## config.mk

```make
export PLATFORM = sky130hd
export DESIGN_NAME = triggered_edge_timestamp_capture_core_flat
export DESIGN_NICKNAME = d
export VERILOG_FILES = /design/src/rtl/tetc_pkg.sv /design/src/rtl/tetc_stream_if.sv /design/src/rtl/triggered_edge_timestamp_capture_core.sv /design/src/rtl/tetc_ram.sv /design/src/flat_wrapper.sv
export SDC_FILE = /design/constraint.sdc
export NUM_CORES = 1
export LEC_CHECK = 0
export CAP_MARGIN = 10
export CORE_ASPECT_RATIO = 1.25
export CORE_MARGIN = 2
export CORE_UTILIZATION = 55
export CTS_CLUSTER_SIZE = 24
export DETAILED_ROUTE_END_ITERATION = 8
export DONT_BUFFER_PORTS = 1
export PLACE_DENSITY = 0.7
export SYNTH_ARGS = -nofsm -noshare
export SYNTH_HDL_FRONTEND = slang
export SYNTH_SLANG_ARGS = --single-unit
```

## constraint.sdc

```tcl
create_clock -name clk -period 5.6 [get_ports clk]
set_clock_uncertainty 0.1 [all_clocks]
set_input_delay 0.56 -clock clk [delete_from_list [all_inputs] [get_ports clk]]
set_output_delay 0.56 -clock clk [all_outputs]
set_load 0.1 [all_outputs]
```

## src/rtl/tetc_pkg.sv

```systemverilog
// Shared types, codes and helpers for the edge timestamp capture core.
// No dependencies; compiled first.
package tetc_pkg;

	localparam int unsigned MAX_STAMPS_DEFAULT = 256;
	localparam int unsigned CFG_IDX_W          = 1;
	localparam int unsigned CFG_DATA_W         = 32;

	// Register indexes
	localparam logic [CFG_IDX_W-1:0] REG_CAPTURE_WINDOW  = 1'd0;
	localparam logic [CFG_IDX_W-1:0] REG_TRIGGER_TIMEOUT = 1'd1;

	localparam logic [30:0] CAPTURE_WINDOW_RST  = 31'd1920000;
	localparam logic [31:0] TRIGGER_TIMEOUT_RST = 32'd432000000;

	// Operation codes
	localparam logic [1:0] OP_TICK = 2'd0;
	localparam logic [1:0] OP_ARM  = 2'd1;
	localparam logic [1:0] OP_READ = 2'd2;

	// Phase codes
	localparam logic [2:0] PH_IDLE    = 3'd0;
	localparam logic [2:0] PH_WAIT    = 3'd1;
	localparam logic [2:0] PH_CAPTURE = 3'd2;
	localparam logic [2:0] PH_DONE    = 3'd3;
	localparam logic [2:0] PH_TIMEOUT = 3'd4;

	typedef struct packed {
		logic [1:0] operation;
		logic       level;
		logic [7:0] read_index;
	} item_t;

	typedef struct packed {
		logic        stamp_level;
		logic [30:0] stamp_time;
		logic        read_valid;
		logic [8:0]  stamp_count;
		logic [2:0]  phase;
	} result_t;

	// Address bits for a memory of the given depth
	function automatic int unsigned addr_bits(input int unsigned depth);
		return (depth > 1) ? $clog2(depth) : 1;
	endfunction

endpackage

```

## src/rtl/tetc_stream_if.sv

```systemverilog
// Valid/ready channel carrying one payload per transfer.
// Payload type is a parameter; no other dependencies.
interface tetc_stream_if #(parameter type payload_t = logic);
	logic     valid;
	logic     ready;
	payload_t payload;

	modport source (output valid, output payload, input ready);
	modport sink (input valid, input payload, output ready);
endinterface

```

## src/rtl/triggered_edge_timestamp_capture_core.sv

```systemverilog
// Edge timestamp capture core: results pass through the stage 1 and output
// registers. Throughput is one item per cycle while the result side is not
// stalled; the stamp RAM is written by tick items and read by read items,
// never both for one item, so no forwarding is needed.
// Asynchronous active-low reset returns to idle with the tick count at zero
// and the registers at their defaults; the stamp RAM is not cleared.
module triggered_edge_timestamp_capture_core import tetc_pkg::*; #(
	parameter int unsigned MAX_STAMPS = MAX_STAMPS_DEFAULT
) (
	input  logic                  clk,
	input  logic                  arst_n,
	tetc_stream_if.sink           item,
	tetc_stream_if.source         result,
	input  logic                  cfg_we,
	input  logic [CFG_IDX_W-1:0]  cfg_index,
	input  logic [CFG_DATA_W-1:0] cfg_data
);

	localparam int unsigned AW = addr_bits(MAX_STAMPS);
	localparam int unsigned CW = $clog2(MAX_STAMPS + 1);
	localparam logic [CW-1:0] COUNT_FULL = CW'(MAX_STAMPS);

	// Configuration and control state
	logic [30:0]   window_q;
	logic [31:0]   timeout_q;
	logic [31:0]   tick_q;
	logic [31:0]   phase_start_q;
	logic [2:0]    phase_q;
	logic          prev_level_q;
	logic [CW-1:0] count_q;

	// Pipeline
	logic          valid_s1;
	logic          hit_s1;
	logic [8:0]    count_s1;
	logic [2:0]    phase_s1;
	logic          out_valid_q;
	result_t       out_q;
	logic [31:0]   rdata;

	item_t         it;
	logic          acc;
	logic          s1_move;
	logic [31:0]   elapsed;
	logic          line_edge;
	logic          read_hit;
	logic          stamp_we;
	logic [2:0]    phase_d;
	logic [31:0]   phase_start_d;
	logic [CW-1:0] count_d;

	assign it      = item.payload;
	assign s1_move = valid_s1 && (!out_valid_q || result.ready);
	assign item.ready = !valid_s1 || s1_move;
	assign acc     = item.valid && item.ready;

	assign elapsed   = tick_q - phase_start_q;
	assign line_edge = (it.level != prev_level_q);
	assign read_hit  = (it.operation == OP_READ) && (32'(it.read_index) < 32'(count_q));

	// Phase sequencing and stamp write decision
	always_comb begin
		phase_d       = phase_q;
		phase_start_d = phase_start_q;
		count_d       = count_q;
		stamp_we      = 1'b0;
		if (acc) begin
			case (it.operation)
				OP_TICK: begin
					if (phase_q == PH_WAIT) begin
						if (line_edge) begin
							phase_d       = PH_CAPTURE;
							phase_start_d = tick_q;
						end else if (elapsed >= timeout_q) begin
							phase_d = PH_TIMEOUT;
						end
					end else if (phase_q == PH_CAPTURE) begin
						if (elapsed > {1'b0, window_q}) begin
							phase_d = PH_DONE;
						end else if (line_edge && (count_q < COUNT_FULL)) begin
							stamp_we = 1'b1;
							count_d  = count_q + 1'b1;
						end
					end
				end
				OP_ARM: begin
					phase_d       = PH_WAIT;
					phase_start_d = tick_q;
					count_d       = '0;
				end
				default: begin
				end
			endcase
		end
	end

	// Control registers
	always_ff @(posedge clk or negedge arst_n) begin
		if (!arst_n) begin
			window_q      <= CAPTURE_WINDOW_RST;
			timeout_q     <= TRIGGER_TIMEOUT_RST;
			tick_q        <= '0;
			phase_start_q <= '0;
			phase_q       <= PH_IDLE;
			prev_level_q  <= 1'b0;
			count_q       <= '0;
		end else begin
			if (cfg_we) begin
				unique case (cfg_index)
					REG_CAPTURE_WINDOW:  window_q  <= cfg_data[30:0];
					REG_TRIGGER_TIMEOUT: timeout_q <= cfg_data;
					default: begin
					end
				endcase
			end
			if (acc) begin
				tick_q <= tick_q + 32'd1;
				if (it.operation == OP_TICK) begin
					prev_level_q <= it.level;
				end
			end
			phase_q       <= phase_d;
			phase_start_q <= phase_start_d;
			count_q       <= count_d;
		end
	end

	// Stamp store: level before the edge in bit 31, tick time below
	tetc_ram #(
		.WIDTH(32),
		.DEPTH(MAX_STAMPS)
	) u_stamp_ram (
		.clk  (clk),
		.we   (stamp_we),
		.waddr(count_q[AW-1:0]),
		.wdata({prev_level_q, tick_q[30:0]}),
		.re   (acc && read_hit),
		.raddr(AW'(it.read_index)),
		.rdata(rdata)
	);

	// Stage 1 valid and output valid
	always_ff @(posedge clk or negedge arst_n) begin
		if (!arst_n) begin
			valid_s1    <= 1'b0;
			out_valid_q <= 1'b0;
		end else begin
			if (acc) begin
				valid_s1 <= 1'b1;
			end else if (s1_move) begin
				valid_s1 <= 1'b0;
			end
			if (s1_move) begin
				out_valid_q <= 1'b1;
			end else if (result.ready) begin
				out_valid_q <= 1'b0;
			end
		end
	end

	// Stage 1 payload: status after the item, RAM data lands alongside
	always_ff @(posedge clk) begin
		if (acc) begin
			hit_s1   <= read_hit;
			count_s1 <= 9'(count_d);
			phase_s1 <= phase_d;
		end
	end

	// Output register
	always_ff @(posedge clk) begin
		if (s1_move) begin
			out_q.stamp_level <= hit_s1 ? rdata[31] : 1'b0;
			out_q.stamp_time  <= hit_s1 ? rdata[30:0] : 31'd0;
			out_q.read_valid  <= hit_s1;
			out_q.stamp_count <= count_s1;
			out_q.phase       <= phase_s1;
		end
	end

	assign result.valid   = out_valid_q;
	assign result.payload = out_q;

endmodule

```

## src/rtl/tetc_ram.sv

```systemverilog
// Generic single-write, single-read RAM with registered read data.
// Depends on tetc_pkg for the address width helper.
module tetc_ram import tetc_pkg::*; #(
	parameter int unsigned WIDTH = 32,
	parameter int unsigned DEPTH = MAX_STAMPS_DEFAULT
) (
	input  logic                          clk,
	input  logic                          we,
	input  logic [addr_bits(DEPTH)-1:0]   waddr,
	input  logic [WIDTH-1:0]              wdata,
	input  logic                          re,
	input  logic [addr_bits(DEPTH)-1:0]   raddr,
	output logic [WIDTH-1:0]              rdata
);

	logic [WIDTH-1:0] mem_q [DEPTH];

	// Write port
	always_ff @(posedge clk) begin
		if (we) begin
			mem_q[waddr] <= wdata;
		end
	end

	// Read port, output holds when not enabled
	always_ff @(posedge clk) begin
		if (re) begin
			rdata <= mem_q[raddr];
		end
	end

endmodule

```

## src/flat_wrapper.sv

```systemverilog
// flat-port wrapper written by rule: the top's interface ports become plain ports
module triggered_edge_timestamp_capture_core_flat import tetc_pkg::*;
#(
	parameter int unsigned MAX_STAMPS = MAX_STAMPS_DEFAULT
)
  (clk, arst_n, cfg_we, cfg_index, cfg_data, item_valid, item_payload, item_ready, result_valid, result_payload, result_ready);
  tetc_stream_if item_i ();
  tetc_stream_if result_i ();
  input  logic clk;
  input  logic arst_n;
  input  logic cfg_we;
  input  logic [CFG_IDX_W-1:0] cfg_index;
  input  logic [CFG_DATA_W-1:0] cfg_data;
  input wire logic [$bits(item_i.valid)-1:0] item_valid;
  input wire logic [$bits(item_i.payload)-1:0] item_payload;
  output wire logic [$bits(item_i.ready)-1:0] item_ready;
  output wire logic [$bits(result_i.valid)-1:0] result_valid;
  output wire logic [$bits(result_i.payload)-1:0] result_payload;
  input wire logic [$bits(result_i.ready)-1:0] result_ready;
  assign item_i.valid = item_valid;
  assign item_i.payload = item_payload;
  assign item_ready = item_i.ready;
  assign result_valid = result_i.valid;
  assign result_payload = result_i.payload;
  assign result_i.ready = result_ready;
  triggered_edge_timestamp_capture_core #(.MAX_STAMPS(MAX_STAMPS)) u_core (.clk(clk), .arst_n(arst_n), .item(item_i), .result(result_i), .cfg_we(cfg_we), .cfg_index(cfg_index), .cfg_data(cfg_data));
endmodule
```

Word-level counts from Yosys, hierarchy flattened
Cells that the tools add are included.
{"block": "classes", "n_eq_ne": 2, "n_mux": 9, "add_sub_neg": 1, "order_cmp": 2, "n_reduce_logical": 10, "bitwise": 1}
{"cell": "adder 32 x 1 -> 32 bit, second input constant", "n": 1}
{"cell": ">= comparator 32 bit", "n": 1}
{"cell": "greater-than comparator 32 x 31 -> 1 bit", "n": 1}
{"cell": "two-way mux 3 bit", "n": 5}
{"cell": "two-way mux 1 bit", "n": 4}
{"cell": "AND reduction 2 bit", "n": 2}
{"cell": "nonzero test 2 bit", "n": 2}
{"cell": "== test 3 x 1 -> 1 bit, second input constant", "n": 1}
{"cell": "== test 3 x 2 -> 1 bit, second input constant", "n": 1}
{"cell": "logical AND 1 bit", "n": 2}
{"cell": "logical NOT 1 bit", "n": 2}
{"cell": "logical OR 1 bit", "n": 2}
{"cell": "NOT 1 bit", "n": 1}
{"block": "totals", "input_bits": 39, "out_inout_bits": 3, "register_bits": 102}

Logic depth before layout (Yosys ltp)
{"block": "depth", "ltp_word": 6, "mapped_depth": 8}

Worst setup path before layout
Ideal clock, no wire load.
{"block": "synth_timing", "kind": "register to register", "start": "register u_core.out_valid_q, in the netlist u_core.result.valid", "end": "register u_core.phase_s1[0] (data pin)", "setup_slack_ns": 2.116, "path_buffers": 1, "arrival_time_ns": 3.118, "setup_ns": 0.266, "stages_incl_launch_ff": 8, "period_less_slack_ns": 3.484, "required_ns": 5.234, "path_cell_list": "dfrtp_1 > nand3b_1 > and2_1 > clkbuf_1 > nand3b_1 > a21oi_1 > o22ai_1 > o2bb2a_1"}
{"block": "synth_between", "elab_chain_len": 6}
{"item": "start, declared", "line": "triggered_edge_timestamp_capture_core.sv:37", "rtl": "logic out_valid_q;"}
{"item": "start signal, assigned", "line": "triggered_edge_timestamp_capture_core.sv:146", "rtl": "out_valid_q <= 1'b0;"}
{"item": "start signal, assigned", "line": "triggered_edge_timestamp_capture_core.sv:154", "rtl": "out_valid_q <= 1'b1;"}
{"item": "start signal, assigned", "line": "triggered_edge_timestamp_capture_core.sv:156", "rtl": "out_valid_q <= 1'b0;"}
{"item": "logical NOT 1 bit", "line": "triggered_edge_timestamp_capture_core.sv:53", "rtl": "assign s1_move = valid_s1 && (!out_valid_q || result.ready);"}
{"item": "logical OR 1 bit", "line": "triggered_edge_timestamp_capture_core.sv:53"}
{"item": "logical AND 1 bit", "line": "triggered_edge_timestamp_capture_core.sv:53"}
{"item": "logical OR 1 bit", "line": "triggered_edge_timestamp_capture_core.sv:54", "rtl": "assign item.ready = !valid_s1 || s1_move;"}
{"item": "named net item_ready", "line": "flat_wrapper.sv:16", "rtl": "output wire logic [$bits(item_i.ready)-1:0] item_ready;"}
{"item": "logical AND 1 bit", "line": "triggered_edge_timestamp_capture_core.sv:55", "rtl": "assign acc = item.valid && item.ready;"}
{"item": "named net u_core.acc", "line": "triggered_edge_timestamp_capture_core.sv:42", "rtl": "logic acc;"}
{"item": "two-way mux 3 bit", "line": "triggered_edge_timestamp_capture_core.sv:67", "rtl": "if (acc) begin"}
{"item": "named net u_core.phase_d[0]", "line": "triggered_edge_timestamp_capture_core.sv:48", "rtl": "logic [2:0] phase_d;"}
{"item": "end signal, assigned", "line": "triggered_edge_timestamp_capture_core.sv:166", "rtl": "phase_s1 <= phase_d;"}
{"item": "end, declared", "line": "triggered_edge_timestamp_capture_core.sv:36", "rtl": "logic [2:0] phase_s1;"}
The timed path passes the listed nets, and every way through them passes these cells.
A chain may end at the register's enable or synchronous reset.

Worst setup path after layout
{"block": "layout_timing", "start": "register u_core.out_valid_q, in the netlist u_core.result.valid", "end": "register u_core.phase_s1[0] (data pin)"}
{"block": "layout_between", "elab_chain_len": 6}
{"item": "logical NOT 1 bit", "line": "triggered_edge_timestamp_capture_core.sv:53"}
{"item": "logical OR 1 bit", "line": "triggered_edge_timestamp_capture_core.sv:53"}
{"item": "logical AND 1 bit", "line": "triggered_edge_timestamp_capture_core.sv:53"}
{"item": "logical OR 1 bit", "line": "triggered_edge_timestamp_capture_core.sv:54"}
{"item": "logical AND 1 bit", "line": "triggered_edge_timestamp_capture_core.sv:55"}
{"item": "two-way mux 3 bit", "line": "triggered_edge_timestamp_capture_core.sv:67"}
{"item": "named net u_core.phase_d[0]", "line": "triggered_edge_timestamp_capture_core.sv:48"}
The timed path passes the listed nets, and every way through them passes these cells.

==> out/results.tsv <==
stage	metric	value	unit
hold_path	Hold Crit Class	input port to async pin	
setup_path	crit-path cells	nand3b_1 > buf_4 > nand4b_1 > or4_1 > o22ai_1 > a21oi_1 > o2bb2a_1	
setup_path	R2R cell count	7	
timing	Worst Max-Slew Pin Slew	0.920	ns
floorplanning	Die ar.	0.0109	sq mm
finish	Area Overhead vs Synth	8.93	%
power_and_ir_drop	Power Total	0.00193	W
power_and_ir_drop	Net Sw Frac	0.284	
drt	DRC	0	
drt	Routed wire per std cell	16.0	um
placed_design	HPWL after DPL	7800	um
synthesis	Cells after Synth	537	
power_and_ir_drop	Sequential Power Share	0.476	
drt	Antenna Violating Nets Remaining	0	
placed_design	Place WS	2.63	ns
setup_path	Worst EP arrival	2.97	ns
timing	max_slew headroom	0.387	
synthesis	Top FF cell, synth	dfrtp_1	
synthesis	Yosys reg bits	102	
clocking	Clock Latency Late Sink	0.35	ns
power_and_ir_drop	Pwr Density	318	mW/mm^2
floorplanning	number of top-level pins	42	
setup_path	Worst Path Required	5.60	ns
synthesis	cell area after synthesis	0.00556	sq mm
synthesis	syn_nets	640	
run_status	status	complete, no violations	
finish	commonest non-fill, non-tap cell in the layout	dfrtp_1	
timing	Setup TNS	0	ns
setup_path	CP Depth	7	
power_and_ir_drop	leakage	2.93	nW
synthesis	YS warnings	0	
floorplanning	die height	116	um
drt	Via density	5.60	
floorplanning	standard-cell row count	41	
placed_design	PortBufs	0	
timing	Worst Setup Slack, final	2.63	ns
floorplanning	CORE AREA	0.00995	sq mm
grt	vias in the first global route	3930	
power_and_ir_drop	NetSw	0.000547	W
clocking	clock tree root buffer cell	clkbuf_16	
grt	total track usage	0.214	
clocking	CTS Buf Count	9	
grt	first-pass GRT wire length	17900	um
clocking	CTS tree	yes	
timing	Fin. Hold Viols	0	
grt	initial antenna violation count	0	
timing	hold_ws	0.0226	ns
drt	number of iterations in the first detailed-routing pass	4	
setup_path	crit path max fanout	6	
setup_path	critical path startpoint category	flip-flop	
timing	f_max	336	MHz
power_and_ir_drop	Logic pwr share	0.174	
placed_design	RePlAce Congestion	0.827	
power_and_ir_drop	worst ir drop on vdd	231	uV
setup_path	crit path buf inv count	1	
synthesis	Mean Syn Cell Area	10.4	sq um
synthesis	Seq/Total Area, Yosys	0.466	
drt	DR vias	3772	
clocking	H-tree lvl count	3	
clocking	clock buffer depth	2	
timing	RSZ-0062 raised after global routing	false	
floorplanning	Initial Utilization	0.559	
clocking	# Post-CTS Setup Buffers	0	
timing	crit path time final	2.97	ns
finish	number of diodes	0	
timing	Tcrit/Tclk final	0.531	
grt	pin count of the biggest net entering global routing	101	
power_and_ir_drop	Pint	0.00138	W
finish	most frequent cells in the layout	dfrtp_1, inv_1, ha_1	
finish	share of cells above drive strength 1	0.154	
synthesis	EDFF count, synth	2	
drt	first-iteration detailed-routing DRC count	82	
setup_path	Crit path max-delay family	simple AND/OR/NAND/NOR gates	
grt	gr ovfl total	0	
finish	nets	643	
drt	routed wire length	10800	um
timing	Setup violations, final	0	
setup_path	critical path endpoint category	flip-flop	
setup_path	CP peak stage delay	0.74	ns
timing	Slew Limit Fails	0	
floorplanning	die width	93.9	um
finish	final cell count without fillers	674	
clocking	clock sink count	102	
job	max cap viols	0	
clocking	Reg clk slew, reported paths	0.07	ns
synthesis	Async SR Flop Fraction	0.980	
power_and_ir_drop	Clk pwr share	0.350	
synthesis	Distinct cells, synth	44	
setup_path	slowest cell on the critical path	dfrtp_1	
setup_path	WS Path Type	flip-flop to flip-flop	
placed_design	DP Cell Count	657	
## synthesized netlist by cell type (all sizes together), types with 2 or more instances
cell	count	area [sq um]
dfrtp	79	1980
inv	69	259
ha	64	801
nand2	63	239
o21ai	38	190
mux2	34	383
a21oi	24	120
dfstp	21	552
nand4	19	119
xnor2	18	158
xor2	13	114
nand3	11	55.1
nor2	11	41.3
clkbuf	9	33.8
nor3	9	60.1
nand2b	6	37.5
a21o	5	37.5
and2	4	25.0
and3	4	30.0
and4	3	26.3
buf	3	11.3
nor4	3	33.8
a2111oi	2	17.5
a211oi	2	15.0
a221oi	2	17.5
a31oi	2	12.5
edfxtp	2	60.1
nand3b	2	15.0
nand4b	2	17.5
nor2b	2	12.5
o22ai	2	12.5
or4	2	18.8
## per-layer routing
layer  share of wire  wire [um]  up-vias  global-route usage
met5               0          0        -                   0
met4           0.041        437        0               0.125
met3           0.036        391       31              0.0510
met2            0.50       5420       62               0.363
met1            0.42       4540     1827               0.246
li1                -          -     1852                   -
## through the flow
step	instance area (sq um)	utilization
final	6060	0.609
after global routing	6060	0.609
after CTS	6060	0.609
after detailed placement	5710	0.573
after global placement	5710	0.573
after floorplan	5560	-
## logic make-up (layout without fill, tap and decap cells)
kind of cell | after synthesis | after routing | synth area share
XOR/XNOR | 31 | 31 | 0.0488
AND/OR/NAND/NOR | 144 | 144 | 0.136
buffers and inverters | 81 | 89 | 0.0547
multiplexers | 34 | 34 | 0.0689
AO/OA/AOI/OAI | 81 | 81 | 0.0824
adder cells (fa/ha/maj) | 64 | 64 | 0.144
flip-flops | 102 | 102 | 0.466
## power by group through the flow
stage / logic (W) / clock network (W) / registers (W)
floorplan: 0.000252 / 0 / 0.000909
global placement: 0.000300 / 0 / 0.000928
detailed placement: 0.000321 / 0 / 0.000931
CTS: 0.000342 / 0.000689 / 0.000918
global route: 0.000390 / 0.000717 / 0.000929
finish: 0.000336 / 0.000675 / 0.000918
## sequential cells by signal, summed over array words and instances, names as in the netlist
| register | cells |
|---|---|
| u_core.phase_q | 3 |
| u_core.phase_s1 | 1 |
| u_core.result.payload | 1 |
| u_core.result.valid | 1 |
| u_core.tick_q | 32 |
| u_core.timeout_q | 32 |
| u_core.valid_s1 | 1 |
| u_core.window_q | 31 |
## path summary, 6_finish.rpt
kind	slack [ns]	start	endpoint
worst min-delay path	0.02	arst_n	u_core.tick_q[29]$_DFFE_PN0P_
max in group asynchronous	4.97	arst_n	u_core.timeout_q[11]$_DFFE_PN1P_
worst min register to register	0.30	u_core.phase_q[1]$_DFFE_PN0P_	u_core.phase_q[1]$_DFFE_PN0P_
worst max-delay path	2.63	u_core.result.valid$_DFFE_PN0P_	u_core.phase_s1[0]$_DFFE_PP_
worst max register to register	2.63	u_core.result.valid$_DFFE_PN0P_	u_core.phase_s1[0]$_DFFE_PP_
min in group clk	0.22	cfg_data[16]	u_core.window_q[16]$_DFFE_PN1P_
## final cells by class
class                   count  area (sq um)
flip-flops and latches    102          2590
multi-input cells         354          2680
clock buffers               9           225
well taps                 129           161
clock inverters             7          97.6
inverters                  69           259
repair buffers              4          50.0
fillers                   854          3890
## timing repair
item                                   4_1_cts  5_1_grt
hold buffers                                 1        0
gates resized for setup                      0        0
endpoints found under the hold margin      100        0
(Power assumes the default switching activity.)
